**config.mk**
```make
export PLATFORM = sky130hd
export DESIGN_NAME = i2c_eeprom_slave_top_flat
export DESIGN_NICKNAME = d
export VERILOG_FILES = /design/src/rtl/i2cee_pkg.sv /design/src/rtl/i2cee_if.sv /design/src/rtl/i2c_eeprom_slave_top.sv /design/src/flat_wrapper.sv
export VERILOG_INCLUDE_DIRS = /design/src /design/src/rtl
export SDC_FILE = /design/constraint.sdc
export NUM_CORES = 2
export LEC_CHECK = 0
export ABC_CLOCK_PERIOD_IN_PS = 2600
export BUFFER_PORTS_ARGS = -buffer_cell sky130_fd_sc_hd__buf_2
export CAP_MARGIN = 20
export CORE_ASPECT_RATIO = 1.1
export CORE_MARGIN = 3
export CORE_UTILIZATION = 45
export CTS_CLUSTER_DIAMETER = 50
export DETAILED_ROUTE_END_ITERATION = 7
export HOLD_SLACK_MARGIN = 0.1
export SLEW_MARGIN = 20
export SYNTH_ARGS = -nofsm -noshare
export SYNTH_HDL_FRONTEND = slang
export SYNTH_SLANG_ARGS = --single-unit
export TNS_END_PERCENT = 100
```
**constraint.sdc**
```tcl
create_clock -name clk -period 2.6 [get_ports clk]
set_clock_uncertainty 0.2 [all_clocks]
set_input_delay 0.26 -clock clk [delete_from_list [all_inputs] [get_ports clk]]
set_output_delay 0.26 -clock clk [all_outputs]
set_load 0.03 [all_outputs]
```
**src/rtl/i2c_eeprom_slave_top_defines.svh**
```systemverilog
// ----------------------------------------------------------------------------
// i2c eeprom target assertion macros
// shared property wrappers, compiled out when SYNTH is defined
// ----------------------------------------------------------------------------
`ifndef I2C_EEPROM_SLAVE_TOP_DEFINES_SVH
`define I2C_EEPROM_SLAVE_TOP_DEFINES_SVH

`ifndef SYNTH
// same-cycle implication
`define I2CEE_ASSERT_IMPLY(label, clk, rst_n, ante, cons) \
  label: assert property (@(posedge clk) disable iff (!rst_n) (ante) |-> (cons)) \
    else $error("i2cee assertion failed");
// next-cycle implication
`define I2CEE_ASSERT_NEXT(label, clk, rst_n, ante, cons) \
  label: assert property (@(posedge clk) disable iff (!rst_n) (ante) |=> (cons)) \
    else $error("i2cee assertion failed");
`else
`define I2CEE_ASSERT_IMPLY(label, clk, rst_n, ante, cons)
`define I2CEE_ASSERT_NEXT(label, clk, rst_n, ante, cons)
`endif

`endif

```
**src/rtl/i2cee_pkg.sv**
```systemverilog
// ----------------------------------------------------------------------------
// i2c eeprom target package
// bus event codes, status codes and widths shared by the interfaces and rtl
// ----------------------------------------------------------------------------
`default_nettype none

package i2cee_pkg;

  localparam int unsigned CMD_W      = 3;
  localparam int unsigned BYTE_W     = 8;
  localparam int unsigned STATUS_W   = 2;
  localparam int unsigned ADDR7_W    = 7;
  localparam int unsigned PTR_W      = 8;
  localparam int unsigned PTR_SPAN   = 1 << PTR_W;
  localparam int unsigned MEM_DEPTH_DEF = 256;

  localparam int unsigned APB_DATA_W = 32;
  localparam int unsigned APB_ADDR_W = 2;

  // apb register map
  localparam logic [APB_ADDR_W-1:0] REG_DEV_ADDR = '0;

  localparam logic [ADDR7_W-1:0] DEV_ADDR_RST = 7'd80;
  localparam logic [BYTE_W-1:0]  ERASED_BYTE  = 8'hff;
  localparam logic [BYTE_W-1:0]  REPLY_ACK    = 8'h01;
  localparam logic [BYTE_W-1:0]  REPLY_NONE   = 8'h00;

  // bus events
  typedef enum logic [CMD_W-1:0] {
    CMD_START   = 3'd0,
    CMD_RESTART = 3'd1,
    CMD_STOP    = 3'd2,
    CMD_WRITE   = 3'd3,
    CMD_READ    = 3'd4
  } cmd_t;

  // transfer status
  typedef enum logic [STATUS_W-1:0] {
    ST_OK         = 2'd0,
    ST_WR_IN_RD   = 2'd1,
    ST_RD_IN_WR   = 2'd2,
    ST_RD_NO_PTR  = 2'd3
  } status_t;

endpackage

`default_nettype wire

```
**src/rtl/i2cee_if.sv**
```systemverilog
// ----------------------------------------------------------------------------
// i2c eeprom target channel interfaces
// valid/ready channels for bus events in and replies out
// ----------------------------------------------------------------------------
`default_nettype none

interface i2cee_in_if import i2cee_pkg::*; ();
  logic              valid;
  logic              ready;
  logic [CMD_W-1:0]  command;
  logic [BYTE_W-1:0] data_byte;

  modport source (output valid, output command, output data_byte, input ready);
  modport sink   (input valid, input command, input data_byte, output ready);
endinterface

interface i2cee_out_if import i2cee_pkg::*; ();
  logic                valid;
  logic                ready;
  logic [BYTE_W-1:0]   reply_byte;
  logic [STATUS_W-1:0] status;

  modport source (output valid, output reply_byte, output status, input ready);
  modport sink   (input valid, input reply_byte, input status, output ready);
endinterface

`default_nettype wire

```
**src/rtl/i2c_eeprom_slave_top.sv**
```systemverilog
// ----------------------------------------------------------------------------
// Byte-level I2C EEPROM target.
// in_ch carries one bus event per transfer (start, repeated start, stop,
// master writes a byte, master reads a byte); out_ch returns one reply per
// event: acknowledge flag or read data, plus a status code.
// The APB port holds the seven-bit device address (byte address 0).
// The reply to an accepted event passes the read stage register and then the
// output register before it is offered on out_ch. Throughput: one event per
// cycle while out_ch takes replies; flags and the word pointer are updated
// at acceptance, so the next event needs no wait, and a read after a write
// to the same cell sees the new byte since the write lands at the edge that
// accepts it, before the read is issued.
// Reset: all flags and the pointer clear, device address returns to 80 and
// per-cell valid bits clear, so every cell reads as 0xFF until written.
// No clearing pass is needed; events are taken from the first cycle.
// When out_ch stalls, the reply waits in the output register while a second
// event still enters the read stage; after that in_ch.ready drops.
// ----------------------------------------------------------------------------
`default_nettype none

`include "i2c_eeprom_slave_top_defines.svh"

module i2c_eeprom_slave_top import i2cee_pkg::*; #(
  parameter int unsigned MEM_DEPTH = MEM_DEPTH_DEF
) (
  input  wire logic                  clk,
  input  wire logic                  rst_n,
  i2cee_in_if.sink                   in_ch,
  i2cee_out_if.source                out_ch,
  input  wire logic                  psel,
  input  wire logic                  penable,
  input  wire logic                  pwrite,
  input  wire logic [APB_ADDR_W-1:0] paddr,
  input  wire logic [APB_DATA_W-1:0] pwdata,
  output logic      [APB_DATA_W-1:0] prdata,
  output logic                       pready
);

  localparam int unsigned IDX_W = $clog2(MEM_DEPTH);

  // configuration
  logic [ADDR7_W-1:0] dev_addr_r;

  // transaction state
  logic             in_txn_r,   in_txn_nxt;
  logic             addr_seen_r, addr_seen_nxt;
  logic             selected_r, selected_nxt;
  logic             read_mode_r, read_mode_nxt;
  logic             ptr_valid_r, ptr_valid_nxt;
  logic [PTR_W-1:0] word_ptr_r, word_ptr_nxt;

  // storage
  logic [BYTE_W-1:0]    mem [MEM_DEPTH];
  logic [MEM_DEPTH-1:0] vld_r;

  // read stage
  logic              s1_valid_r;
  logic              s1_rd_r;
  logic [BYTE_W-1:0] s1_reply_r;
  status_t           s1_status_r;
  logic [BYTE_W-1:0] rd_data_r;
  logic              rd_hit_r;

  // output register
  logic              out_valid_r;
  logic [BYTE_W-1:0] out_reply_r;
  status_t           out_status_r;

  // event decode
  logic              in_fire;
  logic              out_free;
  logic              s1_move;
  logic              rd_en;
  logic              wr_en;
  logic [BYTE_W-1:0] reply0;
  status_t           status0;
  logic [IDX_W-1:0]  cell_idx;
  logic [IDX_W-1:0]  cell_tab [PTR_SPAN];

  // pointer to cell map, pointer modulo depth
  for (genvar g = 0; g < PTR_SPAN; g++) begin : g_cell
    localparam int unsigned CELL = g % MEM_DEPTH;
    assign cell_tab[g] = IDX_W'(CELL);
  end
  assign cell_idx = cell_tab[word_ptr_r];

  // handshakes
  assign out_free     = !out_valid_r || out_ch.ready;
  assign s1_move      = s1_valid_r && out_free;
  assign in_ch.ready  = !s1_valid_r || out_free;
  assign in_fire      = in_ch.valid && in_ch.ready;
  assign out_ch.valid      = out_valid_r;
  assign out_ch.reply_byte = out_reply_r;
  assign out_ch.status     = out_status_r;

  // apb
  assign pready = 1'b1;
  assign prdata = APB_DATA_W'(dev_addr_r);

  // event decode and state update
  always_comb begin
    in_txn_nxt    = in_txn_r;
    addr_seen_nxt = addr_seen_r;
    selected_nxt  = selected_r;
    read_mode_nxt = read_mode_r;
    ptr_valid_nxt = ptr_valid_r;
    word_ptr_nxt  = word_ptr_r;
    reply0        = REPLY_NONE;
    status0       = ST_OK;
    rd_en         = 1'b0;
    wr_en         = 1'b0;
    case (in_ch.command)
      CMD_START: begin
        in_txn_nxt    = 1'b1;
        ptr_valid_nxt = 1'b0;
        addr_seen_nxt = 1'b0;
        selected_nxt  = 1'b0;
      end
      CMD_RESTART: begin
        addr_seen_nxt = 1'b0;
        selected_nxt  = 1'b0;
      end
      CMD_STOP: begin
        in_txn_nxt = 1'b0;
      end
      CMD_WRITE: begin
        if (!in_txn_r) begin
          reply0 = REPLY_NONE;
        end else if (!addr_seen_r) begin
          addr_seen_nxt = 1'b1;
          if (in_ch.data_byte[BYTE_W-1:1] == dev_addr_r) begin
            selected_nxt  = 1'b1;
            read_mode_nxt = in_ch.data_byte[0];
            if (!in_ch.data_byte[0]) begin
              ptr_valid_nxt = 1'b0;
            end
            reply0 = REPLY_ACK;
          end
        end else if (!selected_r) begin
          reply0 = REPLY_NONE;
        end else if (read_mode_r) begin
          status0 = ST_WR_IN_RD;
        end else if (!ptr_valid_r) begin
          ptr_valid_nxt = 1'b1;
          word_ptr_nxt  = in_ch.data_byte;
          reply0        = REPLY_ACK;
        end else begin
          wr_en        = 1'b1;
          word_ptr_nxt = word_ptr_r + PTR_W'(1);
          reply0       = REPLY_ACK;
        end
      end
      CMD_READ: begin
        if (!in_txn_r || !addr_seen_r || !selected_r) begin
          reply0 = REPLY_NONE;
        end else if (!read_mode_r) begin
          status0 = ST_RD_IN_WR;
        end else if (!ptr_valid_r) begin
          status0 = ST_RD_NO_PTR;
        end else begin
          rd_en        = 1'b1;
          word_ptr_nxt = word_ptr_r + PTR_W'(1);
        end
      end
      default: begin
        reply0 = REPLY_NONE;
      end
    endcase
  end

  // control registers
  always_ff @(posedge clk) begin
    if (!rst_n) begin
      dev_addr_r  <= DEV_ADDR_RST;
      in_txn_r    <= 1'b0;
      addr_seen_r <= 1'b0;
      selected_r  <= 1'b0;
      read_mode_r <= 1'b0;
      ptr_valid_r <= 1'b0;
      word_ptr_r  <= '0;
      vld_r       <= '0;
      s1_valid_r  <= 1'b0;
      out_valid_r <= 1'b0;
    end else begin
      if (psel && penable && pwrite && paddr == REG_DEV_ADDR) begin
        dev_addr_r <= pwdata[ADDR7_W-1:0];
      end
      if (in_fire) begin
        in_txn_r    <= in_txn_nxt;
        addr_seen_r <= addr_seen_nxt;
        selected_r  <= selected_nxt;
        read_mode_r <= read_mode_nxt;
        ptr_valid_r <= ptr_valid_nxt;
        word_ptr_r  <= word_ptr_nxt;
        if (wr_en) begin
          vld_r[cell_idx] <= 1'b1;
        end
      end
      if (in_fire) begin
        s1_valid_r <= 1'b1;
      end else if (s1_move) begin
        s1_valid_r <= 1'b0;
      end
      if (s1_move) begin
        out_valid_r <= 1'b1;
      end else if (out_ch.ready) begin
        out_valid_r <= 1'b0;
      end
    end
  end

  // memory and read stage
  always_ff @(posedge clk) begin
    if (in_fire) begin
      if (wr_en) begin
        mem[cell_idx] <= in_ch.data_byte;
      end
      if (rd_en) begin
        rd_data_r <= mem[cell_idx];
        rd_hit_r  <= vld_r[cell_idx];
      end
      s1_rd_r     <= rd_en;
      s1_reply_r  <= reply0;
      s1_status_r <= status0;
    end
  end

  // output register
  always_ff @(posedge clk) begin
    if (s1_move) begin
      if (s1_rd_r) begin
        out_reply_r <= rd_hit_r ? rd_data_r : ERASED_BYTE;
      end else begin
        out_reply_r <= s1_reply_r;
      end
      out_status_r <= s1_status_r;
    end
  end

  // checks
  `I2CEE_ASSERT_IMPLY(a_rw_excl, clk, rst_n, in_fire, !(rd_en && wr_en))
  `I2CEE_ASSERT_NEXT(a_rd_stage, clk, rst_n, in_fire && rd_en, s1_valid_r && s1_rd_r)
  `I2CEE_ASSERT_NEXT(a_wr_valid, clk, rst_n, in_fire && wr_en, vld_r[$past(cell_idx)])
  `I2CEE_ASSERT_NEXT(a_s1_hold, clk, rst_n, s1_valid_r && !s1_move, s1_valid_r)
  `I2CEE_ASSERT_IMPLY(a_err_zero, clk, rst_n, out_valid_r && out_status_r != ST_OK,
                      out_reply_r == REPLY_NONE)

endmodule

`default_nettype wire

```
**src/flat_wrapper.sv**
```systemverilog
// flat-port wrapper written by rule: the top's interface ports become plain ports
module i2c_eeprom_slave_top_flat import i2cee_pkg::*;
#(
  parameter int unsigned MEM_DEPTH = MEM_DEPTH_DEF
)
  (clk, rst_n, psel, penable, pwrite, paddr, pwdata, prdata, pready, in_ch_valid, in_ch_command, in_ch_data_byte, in_ch_ready, out_ch_valid, out_ch_reply_byte, out_ch_status, out_ch_ready);
  i2cee_in_if in_ch_i ();
  i2cee_out_if out_ch_i ();
  input  wire logic clk;
  input  wire logic rst_n;
  input  wire logic psel;
  input  wire logic penable;
  input  wire logic pwrite;
  input  wire logic [APB_ADDR_W-1:0] paddr;
  input  wire logic [APB_DATA_W-1:0] pwdata;
  output logic      [APB_DATA_W-1:0] prdata;
  output logic pready;
  input wire logic [$bits(in_ch_i.valid)-1:0] in_ch_valid;
  input wire logic [$bits(in_ch_i.command)-1:0] in_ch_command;
  input wire logic [$bits(in_ch_i.data_byte)-1:0] in_ch_data_byte;
  output wire logic [$bits(in_ch_i.ready)-1:0] in_ch_ready;
  output wire logic [$bits(out_ch_i.valid)-1:0] out_ch_valid;
  output wire logic [$bits(out_ch_i.reply_byte)-1:0] out_ch_reply_byte;
  output wire logic [$bits(out_ch_i.status)-1:0] out_ch_status;
  input wire logic [$bits(out_ch_i.ready)-1:0] out_ch_ready;
  assign in_ch_i.valid = in_ch_valid;
  assign in_ch_i.command = in_ch_command;
  assign in_ch_i.data_byte = in_ch_data_byte;
  assign in_ch_ready = in_ch_i.ready;
  assign out_ch_valid = out_ch_i.valid;
  assign out_ch_reply_byte = out_ch_i.reply_byte;
  assign out_ch_status = out_ch_i.status;
  assign out_ch_i.ready = out_ch_ready;
  i2c_eeprom_slave_top #(.MEM_DEPTH(MEM_DEPTH)) u_core (.clk(clk), .rst_n(rst_n), .in_ch(in_ch_i), .out_ch(out_ch_i), .psel(psel), .penable(penable), .pwrite(pwrite), .paddr(paddr), .pwdata(pwdata), .prdata(prdata), .pready(pready));
endmodule
```
# Yosys cells after proc, flatten, opt, wreduce, memory -nomap -nowiden
# Memory sizes are Yosys's and may differ from the RTL's. A register that Yosys moved wholly into a read port is not among the register bits.
# Cells that the tools add are included.
[classes] shift=0 n_lt_le_gt_ge=3 bitwise_logic=3 reduce_logical=33 div=0 n_mux=59 eq_ne=18 n_mul=0 add_sub_neg=1
[op_table] operator="OR 256 bit" count=1
[op_table] operator="two-way mux 8 bit" count=14
[op_table] operator="two-way mux 1 bit" count=31
[op_table] operator="one-hot mux 8 bit (2 select lines)" count=1
[op_table] operator="two-way mux 2 bit" count=6
[op_table] operator="!= test 2 x 1 -> 1 bit (second input constant)" count=6
[op_table] operator="nonzero test 2 bit" count=6
[op_table] operator="AND reduction 5 bit" count=2
[op_table] operator="greater-or-equal comparator 9 bit (second input constant)" count=1
[op_table] operator="less-than comparator 8 x 9 -> 1 bit (second input constant)" count=1
[op_table] operator="NOT 8 -> 9 bit" count=1
[op_table] operator="AND reduction 9 bit" count=1
[op_table] operator="adder 8 x 1 -> 8 bit (second input constant)" count=1
[op_table] operator="binary-select mux 1 bit (select 8 bit)" count=1
[op_table] operator="demux 1 bit (select 8 bit)" count=1
[op_table] operator="greater-or-equal comparator 8 x 1 -> 1 bit (second input constant)" count=1
[op_table] operator="one-hot mux 1 bit (2 select lines)" count=4
[op_table] operator="AND reduction 2 bit" count=4
[op_table] operator="equality test 7 bit" count=1
[op_table] operator="AND reduction 7 bit" count=1
[op_table] operator="equality test 3 x 2 -> 1 bit (second input constant)" count=2
[op_table] operator="logical AND 1 bit" count=6
[op_table] operator="!= test 2 bit (second input constant)" count=3
[op_table] operator="!= test 3 bit (second input constant)" count=2
[op_table] operator="12 further kinds" count=19
[totals] ramBits=2048 latchBits=0 romBits=2048 register_bits=300 memories=2
[mem_list] memory="(name not given)" words=256 width=8 read_ports=1 rd_clocked_by_memory_dff=0 write_ports=0 line_no="i2c_eeprom_slave_top.sv:85" source="assign cell_idx = cell_tab[word_ptr_r];"
[mem_list] memory="u_core.mem" words=256 width=8 read_ports=1 rd_clocked_by_memory_dff=1 write_ports=1 line_no="i2c_eeprom_slave_top.sv:53" source="logic [BYTE_W-1:0] mem [MEM_DEPTH];"

# Logic depth before layout (Yosys ltp)
[logic_depth] ltp_word=9 mapped_depth=10 ltp_nobuf=7

# Worst setup path before layout
# No wires, ideal clock.
[synth_path] kind="register -> register" startpoint="register u_core.word_ptr_r[1]" endpoint="memory u_core.mem[129][0] (enable)" stages_incl_launch_ff=10 t_required_ns=2.014 arrival_time_ns=2.244 setup_ns=0.386 slack_ns=-0.230 synth_period_minus_slack_ns=2.830 path_cell_list="dfxtp_1 clkbuf_1 buf_2 buf_2 buf_1 inv_1 ha_1 nand2_1 clkbuf_1 nor3_1"
[synth_between] elab_chain_len=4
[synth_rtl] item="start, declared" line_no="i2c_eeprom_slave_top.sv:50" source="logic [PTR_W-1:0] word_ptr_r, word_ptr_nxt;"
[synth_rtl] item="start signal, assigned" line_no="i2c_eeprom_slave_top.sv:194" source="word_ptr_r <= word_ptr_nxt;"
[synth_rtl] item="NOT 8 -> 9 bit (implied by the code)" line_no="i2c_eeprom_slave_top.sv:85"
[synth_rtl] item="memory (256 x 8 bit)"
[synth_rtl] item="two-way mux 8 bit (implied by the code) (2 in series)" line_no="i2c_eeprom_slave_top.sv:85"
[synth_rtl] item="end, declared" line_no="i2c_eeprom_slave_top.sv:53"
# No other way between the ends. The select of a mux whose other input is x is not followed.

# Final worst setup path
[layout_path] startpoint="register u_core.word_ptr_r[0]" endpoint="register u_core.rd_data_r[4] (read register of u_core.mem), data pin"
[layout_between] elab_chain_len=4
[layout_rtl] item="NOT 8 -> 9 bit (implied by the code)" line_no="i2c_eeprom_slave_top.sv:85"
[layout_rtl] item="memory (256 x 8 bit)"
[layout_rtl] item="two-way mux 8 bit (implied by the code) (2 in series)" line_no="i2c_eeprom_slave_top.sv:85"
[layout_rtl] item="end, declared" line_no="i2c_eeprom_slave_top.sv:61" source="logic [BYTE_W-1:0] rd_data_r;"
# No other way between the ends. The select of a mux whose other input is x is not followed.
# A chain may end at the register's enable or synchronous reset.

==> results_tabular.tex <==
\begin{tabular}{lr}
\hline
Metric & Value \\
\hline
\multicolumn{2}{l}{\textbf{Yosys}} \\
\quad Share of the synthesized area in the top cell type & 69.1\% \\
\quad Synth Flop Type & edfxtp\_1 \\
\quad Average cell area after synthesis & 19.9 um\^{}2 \\
\quad Number of flops mapped to enable cells by yosys & 2071 \\
\quad Synth top area cells & edfxtp\_1 (69\%), mux4\_2 (14\%), dfxtp\_1 (6.2\%) \\
\quad Mapped cell area & 0.0900 mm\^{}2 \\
\quad Seq/Total Area, Yosys & 75.3\% \\
\quad Cell count after synthesis & 4512 \\
\quad Count of warnings emitted by yosys & 0 \\
\quad Synthesized flop and latch total & 2349 \\
\quad Number of distinct standard cells referenced by the synthesized netlist & 53 \\
\quad Most common cell in the synthesized netlist & edfxtp\_1 \\
\quad Post-synth top cells & edfxtp\_1 (2071), mux4\_2 (576), a22oi\_1 (288) \\
\quad Share of synthesized registers carrying an async set or reset & 0\% \\
\quad Leading area contributor after synthesis & edfxtp\_1 \\
\multicolumn{2}{l}{\textbf{Floorplanning}} \\
\quad Area of the placeable core & 0.198 mm\^{}2 \\
\quad Site Rows & 171 \\
\quad Starting utilization of the core area & 45.4\% \\
\quad Y dimension of the die & 475 um \\
\quad Full die area & 0.205 mm\^{}2 \\
\quad Number of top-level design ports & 97 \\
\quad Die extent in x & 432 um \\
\multicolumn{2}{l}{\textbf{GRT}} \\
\quad GR Overflow Total & 0 \\
\quad Largest net degree at the start of global routing & 207 \\
\quad First-pass GRT wire length & 343000 um \\
\quad GRT Resource Usage Total & 23.0\% \\
\quad Number of global-route vias before repair & 48.7k \\
\quad Initial antenna violation count & 4 \\
\multicolumn{2}{l}{\textbf{Setup path}} \\
\quad Endpoint arrival time on the critical path & 3.62 ns \\
\quad Family with the most delay on the worst path & compound AO/OA/AOI/OAI gates \\
\quad Critical Path Most Common Cell & buf\_6 \\
\quad Worst Setup Start Kind & flip-flop \\
\quad Crit path kind & reg -> reg \\
\quad Worst R2R Setup Slack & -0.60 ns \\
\quad Slowest cell on the critical path & mux4\_2 \\
\quad Required @ worst endpoint & 3.02 ns \\
\quad Reg2reg start & u\_core.word\_ptr\_r[0] \\
\quad Terminus of the critical flop-to-flop path & u\_core.rd\_data\_r[4] \\
\quad Max Fanout on Critical Path & 9 \\
\quad Cell count of the worst reg-to-reg path & 9 \\
\quad Longest individual stage delay on the worst path & 0.54 ns \\
\quad Critical path cell sequence & buf\_12 > buf\_6 > buf\_6 > mux4\_2 > a22oi\_2 > a21oi\_2 > o41ai\_4 > buf\_4 > nand4\_1 \\
\quad CP endpoint kind & flip-flop \\
\quad Bufs and invs on worst path & 4 \\
\multicolumn{2}{l}{\textbf{Routing}} \\
\quad Routed length per placed instance & 29.1 um \\
\quad Initial DRT Pass Iterations & 6 \\
\quad Via count of the routed design & 48.3k \\
\quad Post-DRT Antenna Nets & 0 \\
\quad Post-detailed-route DRC marker count & 0 \\
\quad Number of DRC markers after the initial detailed-route iteration & 5095 \\
\quad Post-detailed-routing wire length & 237000 um \\
\quad Vias per cell & 5.93 \\
\multicolumn{2}{l}{\textbf{Placement}} \\
\quad Number of cells in the design after placement & 7536 \\
\quad Final HPWL from detailed placement & 145000 um \\
\quad Instance area after placement & 0.100 mm\^{}2 \\
\quad Number of input and output port buffers inserted & 45 \\
\quad Final Wtd Congestion & 0.818 \\
\multicolumn{2}{l}{\textbf{Finish}} \\
\quad Fin cells & 8144 \\
\quad Area taken by flip-flops and latches & 0.0678 mm\^{}2 \\
\quad Utilization of the core after routing & 56.3\% \\
\quad Net count reported at finish & 5390 \\
\quad Design area & 0.112 mm\^{}2 \\
\quad Multi-input gate area in the final layout & 0.0226 mm\^{}2 \\
\quad Share of cells above drive strength 1 & 38.8\% \\
\quad Area delta synth->final & 24.0\% \\
\quad Number of fill cells in the layout & 14.7k \\
\multicolumn{2}{l}{\textbf{CTS}} \\
\quad Number of buffers created by CTS & 229 \\
\quad \# clock sinks & 2349 \\
\quad Clock tree from TritonCTS & built \\
\quad Clk root buf & clkbuf\_16 \\
\quad Max clock buf depth & 3 \\
\quad Clock slew at the register clock pins of the worst setup and hold paths & 0.06 ns \\
\quad Skew-Pair Late Insertion Delay & 0.90 ns \\
\quad Level count of the clock H-tree & 4 \\
\multicolumn{2}{l}{\textbf{Timing}} \\
\quad Final setup violation count & 47 \\
\quad Least setup slack across all paths after layout & -0.599 ns \\
\quad Remaining max-slew budget at the tightest pin & 37.4\% \\
\quad Total count of max-transition violations in the final report & 0 \\
\quad Minimum clock period after layout & 3.20 ns \\
\quad Post-route fraction of the period consumed by the critical path & 123\% \\
\quad Actual transition at the worst max-transition pin & 0.939 ns \\
\quad RSZ-0062 raised after global routing & true \\
\quad Final hold vios & 0 \\
\quad Achievable clock frequency & 313 MHz \\
\multicolumn{2}{l}{\textbf{Hold path}} \\
\quad Path category of the worst min-delay check & in -> reg \\
\quad Hold path depth & 2 \\
\quad Hold worst-path end & u\_core.mem[152][7] \\
\quad Startpoint of the worst hold path & in\_ch\_data\_byte[7] \\
\multicolumn{2}{l}{\textbf{Pwr}} \\
\quad VDD IR-drop max & 0.000729 V \\
\quad Static power due to leakage & 35.7 nW \\
\quad Total power per unit cell area & 676 mW/mm\^{}2 \\
\multicolumn{2}{l}{\textbf{Outcome}} \\
\quad Failing checks & setup timing \\
\quad Outcome & finished with violations \\
\multicolumn{2}{l}{\textbf{Job}} \\
\quad Max-capacitance violation count & 0 \\
\hline
\end{tabular}
worst register-to-register path: cells and delay by family, from the launching register on:
family	cells	cell delay, ns
AOI/OAI and AO/OA	3	0.91
buffers and inverters	4	0.76
DFF	1	0.42
muxes	1	0.54
and+or+nand+nor	1	0.12
metal layers:
metal | up-vias | global-route usage, % | share of wire, %
met5 | - | 0 | 0
met4 | 0 | 7.31 | 2.8
met3 | 336 | 3.35 | 6.2
met2 | 1808 | 37.9 | 50
met1 | 25871 | 31.7 | 41
li1 | 20304 | - | -
layout by cell type, fill, tap and decap left out, types with 18 or more instances in the layout:
cell type / n
a22oi_1: 229
nor3_2: 47
o41ai_2: 22
nand2_2: 18
clkbuf_16: 238
buf_2: 39
buf_12: 203
nor2_4: 50
o21a_1: 259
bufinv_16: 19
nor2_2: 76
buf_8: 23
a21oi_1: 110
edfxtp_1: 2071
mux4_2: 576
conb_1: 26
clkinv_1: 28
a22oi_2: 59
dfxtp_1: 274
buf_4: 511
buf_6: 59
nor2_1: 148
clkbuf_8: 20
nand4_1: 19
dlygate4sd3_1: 55
clkbuf_1: 53
a21oi_2: 39
clkinv_2: 58
layout make-up:
class / instances / share of cell area (%)
repair buffers: 910 / 9.15
diodes: 7 / 0.0157
inverters: 12 / 0.0404
clock inverters: 134 / 1.26
clock buffers: 305 / 5.63
flip-flops and latches: 2349 / 60.8
well taps: 2595 / 2.91
multi-input cells: 1832 / 20.2
cell families (layout without fill, tap and decap cells):
logic type	Yosys count	count (layout)	share of synthesized area, %
flops	2349	2349	75.3
simple gates	443	443	2.22
buf+inv	355	1361	1.77
other cells	2	33	0.00835
fa+ha+maj	4	4	0.0556
compound gates	767	767	6.04
xor+xnor	7	7	0.0682
mux	585	585	14.5
sequential cells by signal, indices dropped and copies added (netlist names), 2 cells and up:
signal                    count
u_core.s1_status_r            2
u_core.word_ptr_r             8
u_core.dev_addr_r             7
u_core.out_ch.reply_byte      8
u_core.vld_r                256
u_core.mem                 2048
u_core.out_ch.status          2
u_core.rd_data_r              8
how the worst max path moves through the flow:
stage	depth (start not counted)	endpoint	start
final	9	u_core.rd_data_r[4]	u_core.word_ptr_r[0]
after global routing	11	u_core.rd_data_r[5]	u_core.word_ptr_r[0]
after CTS	9	u_core.rd_data_r[4]	u_core.word_ptr_r[0]
after detailed placement	9	u_core.rd_data_r[4]	u_core.word_ptr_r[0]
after global placement	9	u_core.rd_data_r[4]	u_core.word_ptr_r[0]
after floorplan	6	u_core.mem[0][0]	u_core.out_ch.valid
what timing repair did:
action	CTS	global route
gates cloned	8	21
endpoints found under the hold margin	2101	0
setup endpoints to repair	603	574
buffers inserted	53	27
pin swaps	31	36
hold buffers	55	0
resized for setup	164	230
power breakdown:
group	internal (mW)	total, mW	switching, mW	leakage, nW
combinational	0.195	0.981	0.786	11.0
sequential	41.0	41.0	0.0164	20.9
clock	19.0	33.4	14.4	3.77
through the flow:
step / TNS (ns) / setup slack [ns] / total power [mW] / hold WS, ns
detailed placement: -56.15 / -1.42 / 42.7 / 0.217
finish: -5.08 / -0.599 / 75.4 / 0.146
global placement: -54.93 / -1.42 / 42.7 / 0.225
global route: -25.20 / -0.648 / 77.6 / 0.129
CTS: -4.67 / -0.589 / 76.0 / 0.102
floorplan: -34.49 / -0.230 / 42.0 / 0.159
(Power assumes the default switching activity.)
